File: src/gn2d_pkg.sv
// Shared types, constants, easing table and blend function for the gradient noise block.
package gn2d_pkg;

  localparam int unsigned LATTICE_ENTRIES    = 4096;
  localparam int unsigned FRACTION_BITS      = 8;
  localparam int unsigned EASE_TABLE_ENTRIES = 256;

  localparam int unsigned LAT_AW   = $clog2(LATTICE_ENTRIES);
  localparam int unsigned EASE_AW  = $clog2(EASE_TABLE_ENTRIES);
  localparam int unsigned GIDX_W   = 12;
  localparam int unsigned PT_W     = 14;
  localparam int unsigned CELL_W   = PT_W - FRACTION_BITS;
  localparam int unsigned CFG_W    = 6;
  localparam int unsigned CIDX_W   = 2;
  localparam int unsigned OUT_FRAC = 12;
  localparam int unsigned NOISE_W  = 15;
  localparam int unsigned EASE_W   = 13;
  localparam int unsigned VAL_W    = 16;
  localparam int unsigned ROW_W    = 2 * CFG_W + 1;
  localparam int unsigned IDX_W    = ROW_W + 1;

  localparam logic [CIDX_W-1:0] REG_GRID_WIDTH  = 2'd0;
  localparam logic [CIDX_W-1:0] REG_GRID_HEIGHT = 2'd1;

  localparam longint unsigned PI_Q30 = 64'd3373259426;
  localparam longint unsigned TAYLOR_DIV [1:8] = '{12, 30, 56, 90, 132, 182, 240, 306};

  typedef logic [EASE_TABLE_ENTRIES-1:0][EASE_W-1:0] ease_rom_t;

  typedef struct packed {
    logic                             is_write;
    logic                             wr_ok;
    logic                             oor;
    logic [LAT_AW-1:0]                widx;
    logic [1:0]                       wgrad;
    logic [3:0][LAT_AW-1:0]           idx;
    logic [FRACTION_BITS-1:0]         fx;
    logic [FRACTION_BITS-1:0]         fy;
  } cmd_t;

  typedef struct packed {
    logic sample;
    logic oor;
    logic [FRACTION_BITS-1:0] fx;
    logic [FRACTION_BITS-1:0] fy;
  } meta_t;

  function automatic logic [EASE_W-1:0] ease_half(int unsigned k);
    longint unsigned x;
    longint unsigned x2;
    longint unsigned term;
    longint unsigned sum;
    x    = (PI_Q30 * longint'(k)) / EASE_TABLE_ENTRIES;
    x2   = (x * x) >> 30;
    term = x2 >> 1;
    sum  = term;
    for (int n = 1; n <= 8; n++) begin
      term = ((term * x2) >> 30) / TAYLOR_DIV[n];
      if (n % 2 == 1) begin
        sum = sum - term;
      end else begin
        sum = sum + term;
      end
    end
    sum = sum >> 1;
    return EASE_W'((sum + (64'd1 << 17)) >> 18);
  endfunction

  function automatic ease_rom_t build_ease();
    ease_rom_t rom;
    for (int unsigned k = 0; k < EASE_TABLE_ENTRIES; k++) begin
      if (2 * k <= EASE_TABLE_ENTRIES) begin
        rom[k] = ease_half(k);
      end else begin
        rom[k] = EASE_W'(4096 - int'(ease_half(EASE_TABLE_ENTRIES - k)));
      end
    end
    return rom;
  endfunction

  localparam ease_rom_t EASE_ROM = build_ease();

  function automatic logic [EASE_W-1:0] ease_of(logic [FRACTION_BITS-1:0] f);
    logic [FRACTION_BITS+EASE_AW:0] t;
    logic [FRACTION_BITS+EASE_AW:0] s;
    t = (FRACTION_BITS + EASE_AW + 1)'(f) << EASE_AW;
    s = t >> FRACTION_BITS;
    return EASE_ROM[s[EASE_AW-1:0]];
  endfunction

  function automatic logic signed [VAL_W-1:0] blend(logic signed [VAL_W-1:0] a,
                                                   logic signed [VAL_W-1:0] b,
                                                   logic [FRACTION_BITS-1:0] f);
    logic signed [VAL_W:0]   diff;
    logic signed [30:0]      prod;
    logic signed [18:0]      q;
    logic signed [18:0]      r;
    diff = (VAL_W + 1)'(b) - (VAL_W + 1)'(a);
    prod = 31'(diff) * $signed({18'd0, ease_of(f)}) + 31'sd2048;
    q    = 19'(prod >>> 12);
    r    = 19'(a) + q;
    return r[VAL_W-1:0];
  endfunction

endpackage

File: src/gn2d_queue.sv
// Four-entry queue of classified commands between the front and back ends.
module gn2d_queue (
  input  logic           clk,
  input  logic           rst_n,
  input  logic           push,
  input  gn2d_pkg::cmd_t push_cmd,
  output logic           full,
  input  logic           pop,
  output logic           vld,
  output gn2d_pkg::cmd_t head
);
  import gn2d_pkg::*;

  cmd_t       store_r [4];
  logic [1:0] wp_r;
  logic [1:0] rp_r;
  logic [2:0] cnt_r;
  logic       do_pop;

  assign vld    = cnt_r != 3'd0;
  assign full   = cnt_r == 3'd4;
  assign head   = store_r[rp_r];
  assign do_pop = pop && vld;

  always_ff @(posedge clk) begin
    if (!rst_n) begin
      wp_r  <= 2'd0;
      rp_r  <= 2'd0;
      cnt_r <= 3'd0;
    end else begin
      if (push) begin
        wp_r <= wp_r + 2'd1;
      end
      if (do_pop) begin
        rp_r <= rp_r + 2'd1;
      end
      cnt_r <= cnt_r + 3'(push) - 3'(do_pop);
    end
    if (push) begin
      store_r[wp_r] <= push_cmd;
    end
  end

endmodule

File: config.mk
export PLATFORM = sky130hd
export DESIGN_NAME = gn2d_queue
export DESIGN_NICKNAME = d
export VERILOG_FILES = /design/src/gn2d_pkg.sv /design/src/gn2d_queue.sv
export SDC_FILE = /design/constraint.sdc
export NUM_CORES = 1
export LEC_CHECK = 0
export BUFFER_PORTS_ARGS = -buffer_cell sky130_fd_sc_hd__buf_2
export CORE_MARGIN = 10
export CORE_UTILIZATION = 30
export DETAILED_ROUTE_END_ITERATION = 16
export GPL_ROUTABILITY_DRIVEN = 0
export GPL_TIMING_DRIVEN = 0
export PLACE_DENSITY_LB_ADDON = 0.08
export SYNTH_ARGS = -nofsm -noshare
export SYNTH_HDL_FRONTEND = slang
export SYNTH_SLANG_ARGS = --single-unit
File: constraint.sdc
create_clock -name clk -period 4.8 [get_ports clk]
set_clock_uncertainty 0.15 [all_clocks]
set_input_delay 0.96 -clock clk [delete_from_list [all_inputs] [get_ports clk]]
set_output_delay 0.96 -clock clk [all_outputs]
set_load 0.01 [all_outputs]
==> results.ini <==
[status]
status = finished clean

[logic_synthesis]
synth_cell_types = 21
postSynthCellCount = 468
synthesis.area_um2 = 12200
synth_edf_count = 324
seq_area_frac_synth_pct = 80.9
synth_top_area_share_pct = 79.5
yosys-top-cells-area = edfxtp_1, mux4_2, dfxtp_1, buf_12, ha_1
avgSynthCellArea_um2 = 26.2
synth_most_common_cell = edfxtp_1
synth.net_count = 560
synthFlopType = edfxtp_1
ys_seq_elements = 333
yosys_warnings = 0
netlist.top_cell.by_area = edfxtp_1
ys_async_sr_fraction_pct = 0
synth_common_cells = edfxtp_1, mux4_2, dfxtp_1

[finish]
final_net_count = 771
drive_above_1_share_pct = 46.6
instances_no_fill = 1232
nFillCells = 3700
area_delta_synth_final_pct = 23.4

[routing]
drtIter0Drc = 318
drt_first_pass_iters = 4
routed_wl_um = 26700
drc_errors = 0
wire_per_inst_um = 21.6
vias = 5565
ant_nets = 0
avgViaCountPerCell = 4.52

[clock_tree]
cts-root-buf = clkbuf_16
numCtsBuffers = 38
cts_sinks = 333
cts_resized = 0
post_cts_buffers = 0
cts_tree = built
clkTransAtPathRegs_ns = 0.06
htree_levels = 2
cts_buffer_depth = 3
clk_latency_ns = 0.54
cts_hold_buf = 0

[sta]
fin_crit_sh_pct = 74.7
worstMarginPinSlew_ns = 0.822
period_needed_ns = 3.58
setup_viol = 0
tns_ns = 0
slew_headroom_pct = 45.2
drv_slew = 0
final-hold-violation-count = 0
grt_setup_unrepaired = no
max_freq_mhz = 279

[pwr]
cellPowerDensity_nw_per_um2 = 506
total_power_w = 0.00764
p_leak_nw = 5.08
vdd_drop_max_mv = 0.269

[grt]
grt_pass1_vias = 6377
grt-ovfl-total = 0
track_usage_pct = 10.8
grt_max_degree = 48
antenna_found_initial = 4
grt_pass1_wl_um = 40000

[min_path]
hp-class = reg2reg
whs_path_depth = 2

[floorplan]
die_h_um = 222
dieArea_um2 = 49300
start_util_pct = 30.6
die_x_um = 222
core-area_um2 = 40000
io_pins = 168
placementRows = 73

[critical_path]
worstPathRequired_ns = 3.69
worstSetupPathType = reg2out
cp-end-kind = primary output
critPathLaunchType = flop
r2r_cells = 7
cp.arrival_ns = 2.47
critPathMaxFanout = 10

[run]
maxCapViolations = 0

[placement]
numPortBuffers = 167
dpl.cell_count = 1164
dp_hpwl_um = 16500

==> kinds of logic (layout without fill, tap and decap cells) <==
family / after synthesis / count (layout) / synth area share (%)
compound gates: 2 / 2 / 0.143
fa+ha+maj: 7 / 7 / 0.777
flops: 333 / 333 / 80.9
xor+xnor: 2 / 2 / 0.255
buf+inv: 24 / 262 / 1.94
other cells: 0 / 1 / 0
mux: 85 / 85 / 15.2
simple gates: 15 / 15 / 0.726
==> cell type report <==
cell class	instances	area, um2	area share (%)
diodes	1	2.50	0.0166
plain buffers	18	215	1.42
clock buffers	47	1050	6.94
clock inverters	20	200	1.33
inverters	6	22.5	0.149
multi-input cells	111	2110	13.9
flip-flops and latches	333	9910	65.6
well taps	525	657	4.35
repair buffers	171	946	6.26
==> path summary, 6_finish.rpt <==
kind / from / endpoint / slack (ns)
worst max-delay path: flop / head[25] / 1.22
worst min-delay path: rp_r[0]$_SDFFE_PN0P_ / flop / 0.34
worst max register to register: cnt_r[1]$_SDFF_PN0_ / cnt_r[2]$_SDFF_PN0_ / 2.56
worst min register to register: rp_r[0]$_SDFFE_PN0P_ / flop / 0.34
==> through the flow <==
step	setup WS, ns	cell area, um2	util, %	hold WS, ns
floorplan	1.36	12200	-	0.299
global placement	-0.720	13700	34.3	0.319
detailed placement	1.65	13900	34.6	0.336
CTS	1.05	15100	37.8	0.350
global route	1.04	15100	37.8	0.371
finish	1.22	15100	37.8	0.345
==> critical path, cell delays in order (launching register included) <==
cell and delay (ns):
dfxtp_1 0.30, clkbuf_1 0.62, buf_2 0.47, mux4_2 0.39
buf_2 0.16
==> per-layer routing <==
layer | wire length, um | up-vias | global-route usage [%] | part of all wire, %
li1 | - | 2438 | - | -
met1 | 10500 | 2935 | 12.3 | 39
met2 | 14000 | 141 | 18.5 | 52
met3 | 1500 | 45 | 3.02 | 5.6
met4 | 626 | 6 | 4.77 | 2.3
met5 | 41 | - | 0 | 0.15
==> cells in the final DEF (no fill, tap or decap), types with 2 or more instances in the layout <==
cell | netlist | layout
and2_1 | 8 | 4
and2_4 | 0 | 4
buf_12 | 8 | 8
buf_16 | 0 | 4
buf_2 | 8 | 175
bufinv_16 | 0 | 4
clkbuf_1 | 1 | 7
clkbuf_16 | 0 | 41
clkinv_1 | 0 | 5
clkinv_2 | 0 | 9
dfxtp_1 | 9 | 9
edfxtp_1 | 324 | 324
ha_1 | 6 | 6
inv_1 | 6 | 6
mux2i_1 | 4 | 4
mux4_2 | 81 | 81
nand2_1 | 2 | 2
nand2b_1 | 2 | 2
==> registers in the layout, summed over array words and instances, names as in the netlist, named ones only <==
| signal | cells |
|---|---|
| cnt_r | 3 |
| rp_r | 2 |
| store_r | 324 |
| wp_r | 2 |
==> where the power goes <==
part	internal (W)	switching, W	leakage (nW)
Clock	0.00176	0.00109	0.616
Sequential	0.00335	0.0000393	3.05
Combinational	0.000700	0.000696	1.42
Total	0.00581	0.00182	5.08
Note: power is estimated with default switching activity, not from simulation.
