--- src/gn2d_pkg.sv ---
// Shared types, constants, easing table and blend function for the gradient noise block.
package gn2d_pkg;

  localparam int unsigned LATTICE_ENTRIES    = 4096;
  localparam int unsigned FRACTION_BITS      = 8;
  localparam int unsigned EASE_TABLE_ENTRIES = 256;

  localparam int unsigned LAT_AW   = $clog2(LATTICE_ENTRIES);
  localparam int unsigned EASE_AW  = $clog2(EASE_TABLE_ENTRIES);
  localparam int unsigned GIDX_W   = 12;
  localparam int unsigned PT_W     = 14;
  localparam int unsigned CELL_W   = PT_W - FRACTION_BITS;
  localparam int unsigned CFG_W    = 6;
  localparam int unsigned CIDX_W   = 2;
  localparam int unsigned OUT_FRAC = 12;
  localparam int unsigned NOISE_W  = 15;
  localparam int unsigned EASE_W   = 13;
  localparam int unsigned VAL_W    = 16;
  localparam int unsigned ROW_W    = 2 * CFG_W + 1;
  localparam int unsigned IDX_W    = ROW_W + 1;

  localparam logic [CIDX_W-1:0] REG_GRID_WIDTH  = 2'd0;
  localparam logic [CIDX_W-1:0] REG_GRID_HEIGHT = 2'd1;

  localparam longint unsigned PI_Q30 = 64'd3373259426;
  localparam longint unsigned TAYLOR_DIV [1:8] = '{12, 30, 56, 90, 132, 182, 240, 306};

  typedef logic [EASE_TABLE_ENTRIES-1:0][EASE_W-1:0] ease_rom_t;

  typedef struct packed {
    logic                             is_write;
    logic                             wr_ok;
    logic                             oor;
    logic [LAT_AW-1:0]                widx;
    logic [1:0]                       wgrad;
    logic [3:0][LAT_AW-1:0]           idx;
    logic [FRACTION_BITS-1:0]         fx;
    logic [FRACTION_BITS-1:0]         fy;
  } cmd_t;

  typedef struct packed {
    logic sample;
    logic oor;
    logic [FRACTION_BITS-1:0] fx;
    logic [FRACTION_BITS-1:0] fy;
  } meta_t;

  function automatic logic [EASE_W-1:0] ease_half(int unsigned k);
    longint unsigned x;
    longint unsigned x2;
    longint unsigned term;
    longint unsigned sum;
    x    = (PI_Q30 * longint'(k)) / EASE_TABLE_ENTRIES;
    x2   = (x * x) >> 30;
    term = x2 >> 1;
    sum  = term;
    for (int n = 1; n <= 8; n++) begin
      term = ((term * x2) >> 30) / TAYLOR_DIV[n];
      if (n % 2 == 1) begin
        sum = sum - term;
      end else begin
        sum = sum + term;
      end
    end
    sum = sum >> 1;
    return EASE_W'((sum + (64'd1 << 17)) >> 18);
  endfunction

  function automatic ease_rom_t build_ease();
    ease_rom_t rom;
    for (int unsigned k = 0; k < EASE_TABLE_ENTRIES; k++) begin
      if (2 * k <= EASE_TABLE_ENTRIES) begin
        rom[k] = ease_half(k);
      end else begin
        rom[k] = EASE_W'(4096 - int'(ease_half(EASE_TABLE_ENTRIES - k)));
      end
    end
    return rom;
  endfunction

  localparam ease_rom_t EASE_ROM = build_ease();

  function automatic logic [EASE_W-1:0] ease_of(logic [FRACTION_BITS-1:0] f);
    logic [FRACTION_BITS+EASE_AW:0] t;
    logic [FRACTION_BITS+EASE_AW:0] s;
    t = (FRACTION_BITS + EASE_AW + 1)'(f) << EASE_AW;
    s = t >> FRACTION_BITS;
    return EASE_ROM[s[EASE_AW-1:0]];
  endfunction

  function automatic logic signed [VAL_W-1:0] blend(logic signed [VAL_W-1:0] a,
                                                   logic signed [VAL_W-1:0] b,
                                                   logic [FRACTION_BITS-1:0] f);
    logic signed [VAL_W:0]   diff;
    logic signed [30:0]      prod;
    logic signed [18:0]      q;
    logic signed [18:0]      r;
    diff = (VAL_W + 1)'(b) - (VAL_W + 1)'(a);
    prod = 31'(diff) * $signed({18'd0, ease_of(f)}) + 31'sd2048;
    q    = 19'(prod >>> 12);
    r    = 19'(a) + q;
    return r[VAL_W-1:0];
  endfunction

endpackage

--- src/gn2d_front.sv ---
// Front end: takes input words, classifies them and works out corner indices.
module gn2d_front (
  input  logic                               clk,
  input  logic                               rst_n,
  input  logic                               push,
  output logic                               full,
  input  logic                               in_func,
  input  logic [gn2d_pkg::GIDX_W-1:0]        in_gradient_index,
  input  logic                               in_gradient_x_negative,
  input  logic                               in_gradient_y_negative,
  input  logic [gn2d_pkg::PT_W-1:0]          in_point_x,
  input  logic [gn2d_pkg::PT_W-1:0]          in_point_y,
  input  logic [gn2d_pkg::CFG_W-1:0]         grid_width,
  input  logic [gn2d_pkg::CFG_W-1:0]         grid_height,
  input  logic                               q_full,
  output logic                               q_push,
  output gn2d_pkg::cmd_t                     q_cmd
);
  import gn2d_pkg::*;

  cmd_t                 f_r;
  cmd_t                 f_nxt;
  logic                 f_vld_r;
  logic                 accept;
  logic [CELL_W-1:0]    cx;
  logic [CELL_W-1:0]    cy;
  logic [CFG_W:0]       stride;
  logic [ROW_W-1:0]     rowoff;
  logic [IDX_W-1:0]     base;
  logic [IDX_W-1:0]     idx3;

  assign accept = push && !full;
  assign full   = f_vld_r && q_full;
  assign q_push = f_vld_r && !q_full;
  assign q_cmd  = f_r;

  always_comb begin
    cx     = in_point_x[PT_W-1:FRACTION_BITS];
    cy     = in_point_y[PT_W-1:FRACTION_BITS];
    stride = (CFG_W + 1)'(grid_width) + 1'b1;
    rowoff = ROW_W'(cy) * ROW_W'(stride);
    base   = IDX_W'(rowoff) + IDX_W'(cx);
    idx3   = base + IDX_W'(stride) + 1'b1;
    f_nxt.is_write = !in_func;
    f_nxt.wr_ok    = (GIDX_W + 1)'(in_gradient_index) < (GIDX_W + 1)'(LATTICE_ENTRIES);
    f_nxt.widx     = LAT_AW'(in_gradient_index);
    f_nxt.wgrad    = {in_gradient_y_negative, in_gradient_x_negative};
    f_nxt.oor      = (cx >= grid_width) || (cy >= grid_height) ||
                     (idx3 >= IDX_W'(LATTICE_ENTRIES));
    f_nxt.idx[0]   = LAT_AW'(base);
    f_nxt.idx[1]   = LAT_AW'(base + 1'b1);
    f_nxt.idx[2]   = LAT_AW'(base + IDX_W'(stride));
    f_nxt.idx[3]   = LAT_AW'(idx3);
    f_nxt.fx       = in_point_x[FRACTION_BITS-1:0];
    f_nxt.fy       = in_point_y[FRACTION_BITS-1:0];
  end

  always_ff @(posedge clk) begin
    if (!rst_n) begin
      f_vld_r <= 1'b0;
    end else begin
      f_vld_r <= accept || full;
    end
    if (accept) begin
      f_r <= f_nxt;
    end
  end

endmodule

--- config.mk ---
export PLATFORM = sky130hd
export DESIGN_NAME = gn2d_front
export DESIGN_NICKNAME = d
export VERILOG_FILES = /design/src/gn2d_pkg.sv /design/src/gn2d_front.sv
export SDC_FILE = /design/constraint.sdc
export NUM_CORES = 1
export LEC_CHECK = 0
export ABC_CLOCK_PERIOD_IN_PS = 15200
export BUFFER_PORTS_ARGS = -buffer_cell sky130_fd_sc_hd__buf_2
export CELL_PAD_IN_SITES_DETAIL_PLACEMENT = 1
export CELL_PAD_IN_SITES_GLOBAL_PLACEMENT = 2
export CORE_MARGIN = 2
export CORE_UTILIZATION = 37
export CTS_CLUSTER_DIAMETER = 30
export CTS_CLUSTER_SIZE = 40
export DETAILED_ROUTE_END_ITERATION = 7
export PLACE_DENSITY_LB_ADDON = 0.05
export SLEW_MARGIN = 10
export SYNTH_ARGS = -nofsm -noshare
export SYNTH_HDL_FRONTEND = slang
export SYNTH_SLANG_ARGS = --single-unit
--- constraint.sdc ---
create_clock -name clk -period 15.2 [get_ports clk]
set_input_delay 1.52 -clock clk [delete_from_list [all_inputs] [get_ports clk]]
set_output_delay 1.52 -clock clk [all_outputs]
set_load 0.05 [all_outputs]
==> impl_metrics.tcl, run 1 <==
set metrics [dict create \
    outcome "completed" \
    grt_max_degree 81 \
    avgSynthCellArea_um2 12.2 \
    cts_max_level 3 \
    drt_pre_antenna_iters 5 \
    synth-main-ff-cell "edfxtp_1" \
    clock.fmax_mhz 124 \
    synthTopCellsByArea "edfxtp_1 (45%), ha_1 (14%), fa_1 (9.3%), xnor2_1 (4.4%), inv_1 (4.0%)" \
    die_w_um 125 \
    port_buffers 140 \
    rows 44 \
    clockBufferDepth 2 \
    hpwl_mm 10.2 \
    fin_ws_ns 7.12 \
    max_cap_violations 0 \
    cts_sinks 81 \
    yosys_warnings 0 \
    fill_cells 1606 \
    die_h_um 125 \
    drtIter0Drc 189 \
    min-delay-path-class "reg -> reg" \
    core_area_um2 14400 \
    vias_per_cell 4.82 \
    gp_congestion 0.742 \
    reg2regPathDepth 3 \
    synthDistinctLibCells 54 \
    insertion_delay_ns 0.32 \
    clk_pin_slew_worst_paths_ns 0.06 \
    yosysMostFrequentCell "edfxtp_1" \
    reg2reg_to "q_cmd[7]" \
    antenna_found_initial 0 \
    finalNetCount 734 \
    synth_edf_count 80 \
    cts_resized 0 \
    slew-limit-headroom_pct 32.2 \
    busiest_layer "met2" \
    grt_pass1_vias 4008 \
    cts_tree "built" \
    crit_path_end_kind "flip-flop" \
    synth_top_area_share_pct 44.7 \
    use_met2_pct 28.6 \
    async_flop_share_pct 0 \
    reg2reg_setup_slack_ns 13.41 \
    cts_hold_buf 0 \
    syn_inst 442 \
    cp-endpoint "q_cmd[78]" \
    syn-cell-area_um2 5370 \
    fin_setup_tns_ns 0 \
    startpoint "grid_width[0]" \
    finalHoldViolCount 0 \
    syn_nets 584 \
    yosysSeqAreaShare_pct 45.1 \
    die_area_um2 15500 \
    cts_buffers 9 \
    vias 3763 \
    slew_violations 0 \
    gr-usage-all-layers_pct 16.6 \
    wl_mm 12.2 \
    fin_worst_skew_ns 0.00460 \
    drive_above_1_share_pct 29.1 \
    worstPathRequired_ns 15.27 \
    grt_pass1_wl_mm 20.5 \
    power_density_nw_per_um2 220 \
    wl_per_cell_um 15.6 \
    leakagePower_uw 0.00302 \
    r2r_start "f_vld_r" \
    post-cts-setup-buffers 0 \
    critPathArrivalTime_ns 8.15 \
    n_antenna_cell 0 \
    worst_slew_pin_slew_ns 1.01 \
    path_class "in -> reg" \
    start_kind "input port" \
    met1_usage_pct 20.8 \
    ant_nets 0 \
    setup_viol 0 \
    rsz0062_at_grt "false" \
    drc 0 \
    finalCritPeriodShare_pct 53.1 \
    boundaryPins 142 \
    fin_crit_ns 8.08 \
    area_delta_synth_final_pct 22.2 \
    ys_ff_latch 81 \
    grt_overflow_total 0 \
    peakVddDrop_mv 0.0741 \
    dp_slack_ns 6.73 \
    critPathMaxFanout 10 \
    synth_common_cells "edfxtp_1 (80), ha_1 (58), inv_1 (57)" \
    synth_top_cell_by_area "edfxtp_1" \
    use_met3_pct 3.52 \
    cts-root-buf "clkbuf_16" \
    start_util_pct 37.4 \
]
area by class of cell:
cell class              count  area [µm²]  area share, %
clock inverters             4        22.5          0.343
multi-input cells         301        2730           41.5
well taps                 184         230           3.51
flip-flops and latches     81        2420           36.9
repair buffers            141         708           10.8
clock buffers              12         236           3.60
inverters                  58         219           3.34
registers in the layout (all words and copies together), names as in the netlist:
name	cells
q_cmd	80
f_vld_r	1
where the power goes:
group,switching [µW],internal (µW)
clock network,78.5,110
registers,13.5,363
logic,595,283
total,687,756
cells by family (layout without fill, tap and decap cells):
group	count (synthesis)	after routing	synth area share (%)
AND/OR/NAND/NOR	122	122	13.3
XOR/XNOR	44	44	7.66
AO/OA/AOI/OAI	51	51	6.71
adder cells (fa/ha/maj)	83	83	22.8
other	1	1	0.0698
flip-flops	81	81	45.1
buffers and inverters	60	215	4.31
critical path, cell delays in order:
cell and delay (ns):
buf_2 0.18, ha_1 0.22, nand3_1 0.13, xnor2_1 0.30
and2_1 0.26, fa_1 0.49, inv_1 0.05, fa_1 0.47
inv_1 0.05, fa_1 0.52, inv_1 0.05, fa_1 0.49
inv_1 0.04, ha_1 0.37, a21o_2 0.27, a31oi_2 0.23
nand2_1 0.10, xor2_1 0.34, ha_1 0.35, o21a_1 0.12
a21oi_1 0.23, nor3_4 0.08, xnor2_1 0.18, or3_1 0.42
and3b_2 0.27, xnor2_1 0.08, o41a_1 0.31
worst min path at each step:
stage,start,end,slack [ns],cells past startpoint
floorplan,f_vld_r,f_vld_r,0.90,2
global placement,f_vld_r,f_vld_r,0.64,2
detailed placement,f_vld_r,f_vld_r,0.68,2
CTS,f_vld_r,f_vld_r,0.70,2
global route,f_vld_r,f_vld_r,0.72,2
finish,f_vld_r,f_vld_r,0.69,2
placed cells by master, fill, tap and decap left out, drive strengths merged, types with 3 or more instances in the layout:
master,n
a21o,6
a21oi,15
a31oi,3
and2,26
and3,4
buf,141
clkbuf,12
clkinv,4
edfxtp,80
fa,25
ha,58
inv,57
nand2,19
nand2b,4
nand3,16
nand4b,3
nor2,16
nor2b,14
nor3,8
o211ai,3
o21a,4
o21ai,8
or3,4
xnor2,28
xor2,16
stage by stage:
step                total power [µW]  cell area [µm²]  hold slack (ns)  utilization, %  cells
global route                    1560             6570            0.724            45.7    781
CTS                             1460             6570            0.696            45.7    781
finish                          1440             6570            0.685            45.7    781
detailed placement              1270             6310            0.682            43.9    765
global placement                1260             6310            0.636            43.9    765
floorplan                       1080             5370            0.902               -    442
metal layers:
metal / vias to the layer above / wire length [µm]
met3: 4 / 572
li1: 1831 / -
met5: - / 0
met1: 1816 / 5540
met4: 0 / 86
met2: 112 / 6020
No activity file was read; power rests on OpenSTA's default activity.
==> run 2, diff against run 1 <==
ABC_CLOCK_PERIOD_IN_PS = 8000   (was 15200)
CORE_UTILIZATION = 35   (was 37)
clock period = 8 ns   (was 15.2 ns; I/O delays follow)
==> impl_metrics.tcl, run 2 (synthesis gave the netlist of run 1 again) <==
set metrics [dict create \
    cts_tree "built" \
    cts_resized 0 \
    n_antenna_cell 0 \
    setup_viol 0 \
    hold_end "q_cmd[2]" \
    core_area_um2 15100 \
    die_w_um 128 \
    worst_slew_pin_slew_ns 0.821 \
    r2r_start "f_vld_r" \
    p_sw_uw 1310 \
    reg2reg_to "q_cmd[49]" \
    peakVddDrop_mv 0.135 \
    slew_violations 0 \
    finalCritPeriodShare_pct 92.1 \
    outcome "completed" \
    start_util_pct 35.6 \
    cts_sinks 81 \
    critPathMaxFanout 10 \
    drive_above_1_share_pct 29.6 \
    final_common_cell "buf_2" \
    gr-usage-all-layers_pct 15.2 \
    pwr-share-seq_pct 25.5 \
    post-cts-setup-buffers 0 \
    boundaryPins 142 \
    fin_setup_tns_ns 0 \
    worstHoldStart "in_point_y[2]" \
    clockBufferDepth 2 \
    start_kind "input port" \
    comb_power_share_pct 60.7 \
    finalHoldViolCount 0 \
    grt_pass1_wl_mm 19.5 \
    gp_congestion 0.802 \
    drtIter0Drc 126 \
    vias 3744 \
    reg2reg_setup_slack_ns 5.80 \
    wl_mm 12.2 \
    largest_reg_flops 80 \
    leakagePower_uw 0.00305 \
    mostFrequentLayoutCells "buf_2 (140), edfxtp_1 (80), ha_1 (58), inv_1 (57), xnor2_1 (27)" \
    vias_per_cell 4.75 \
    grt_max_degree 50 \
    wl_met1_mm 5.46 \
    swShare_pct 46.9 \
    grt_pass1_vias 3973 \
    worstPathRequired_ns 8.07 \
    rows 45 \
    finalNetCount 739 \
    cts-root-buf "clkbuf_16" \
    power_density_nw_per_um2 422 \
    rsz0062_at_grt "false" \
    fill_cells 1646 \
    antenna_found_initial 0 \
    grt_overflow_total 0 \
    path_class "in -> reg" \
    met2_wirelength_mm 5.97 \
    cts_max_level 3 \
    cts_hold_buf 0 \
    slew-limit-headroom_pct 45.2 \
    port_buffers 140 \
    drt_pre_antenna_iters 4 \
    critPathArrivalTime_ns 7.44 \
    ant_nets 0 \
    hpwl_mm 10.4 \
    drc 0 \
    crit_path_end_kind "flip-flop" \
    area_delta_synth_final_pct 23.4 \
    cts_buffers 9 \
    clock.fmax_mhz 136 \
    die_h_um 128 \
    min_path_cells 1 \
    fin_crit_ns 7.37 \
    finalPower_uw 2800 \
    insertion_delay_ns 0.32 \
    die_area_um2 16400 \
    min-delay-path-class "in -> reg" \
    fin_worst_skew_ns 0.00635 \
    p_clk_share_pct 13.8 \
    route.met3.wl_um 641 \
    p_int_uw 1490 \
    reg2regPathDepth 3 \
    wl_per_cell_um 15.5 \
    routed.top_layer "met4" \
    max_cap_violations 0 \
    clk_pin_slew_worst_paths_ns 0.06 \
]
[run 2: cell types whose count changed in the layout (fill, tap and decap cells not counted), sizes merged]
cell	before	now
buf	141	146
bufinv	0	1
clkinv	4	2
[run 2: area by class of cell]
type / instances / area [µm²] / share of cell area, %
repair buffers: 146 / 746 / 11.3
inverters: 58 / 219 / 3.30
clock inverters: 3 / 42.5 / 0.642
clock buffers: 12 / 236 / 3.57
flip-flops and latches: 81 / 2420 / 36.5
multi-input cells: 301 / 2730 / 41.1
well taps: 188 / 235 / 3.55
[run 2: through the flow]
stage	hold slack, ns	std cells	utilization, %	area, µm²	setup slack (ns)
after floorplan	0.899	442	-	5370	1.04
after global placement	0.637	774	42.1	6350	0.488
after global routing	0.637	789	43.9	6630	0.200
final	0.651	789	43.9	6630	0.634
after detailed placement	0.666	774	42.1	6350	0.291
after CTS	0.634	789	43.9	6630	0.601
[run 2: layer usage]
metal,GRT usage (%),vias up
li1,-,1843
met1,18.6,1772
met2,27.6,118
met3,2.50,11
met4,4.46,0
met5,0,-
[run 2: power groups by stage]
stage                     combinational, µW  clock (µW)  sequential [µW]
after floorplan                         944           0             1110
after global placement                 1700           0              720
after detailed placement               1720           0              726
after CTS                              1720         400              717
after global routing                   1870         412              725
final                                  1700         387              714
[run 2: how the worst max path moves through the flow]
| stage | start | to | slack, ns | cells after the start |
|---|---|---|---|---|
| final | grid_width[0] | q_cmd[78] | 0.63 | 27 |
| after global routing | grid_width[0] | q_cmd[78] | 0.20 | 27 |
| after CTS | grid_width[0] | q_cmd[78] | 0.60 | 27 |
| after detailed placement | grid_width[0] | q_cmd[78] | 0.29 | 27 |
| after global placement | grid_width[0] | q_cmd[78] | 0.49 | 27 |
| after floorplan | grid_width[0] | q_cmd[78] | 1.04 | 26 |
[run 2: critical path, cell delays in order]
cell and delay [ns]:
buf_2 0.19, ha_1 0.23, nand3_1 0.14, xnor2_1 0.27
and2_1 0.24, fa_1 0.50, inv_1 0.05, fa_1 0.47
inv_1 0.05, fa_1 0.52, inv_1 0.05, fa_1 0.49
inv_1 0.04, ha_1 0.37, a21o_2 0.27, a31oi_2 0.23
nand2_1 0.10, xor2_1 0.34, ha_1 0.35, o21a_1 0.12
a21oi_1 0.25, nor3_4 0.08, xnor2_1 0.18, or3_1 0.43
and3b_2 0.29, xnor2_1 0.08, o41a_1 0.30
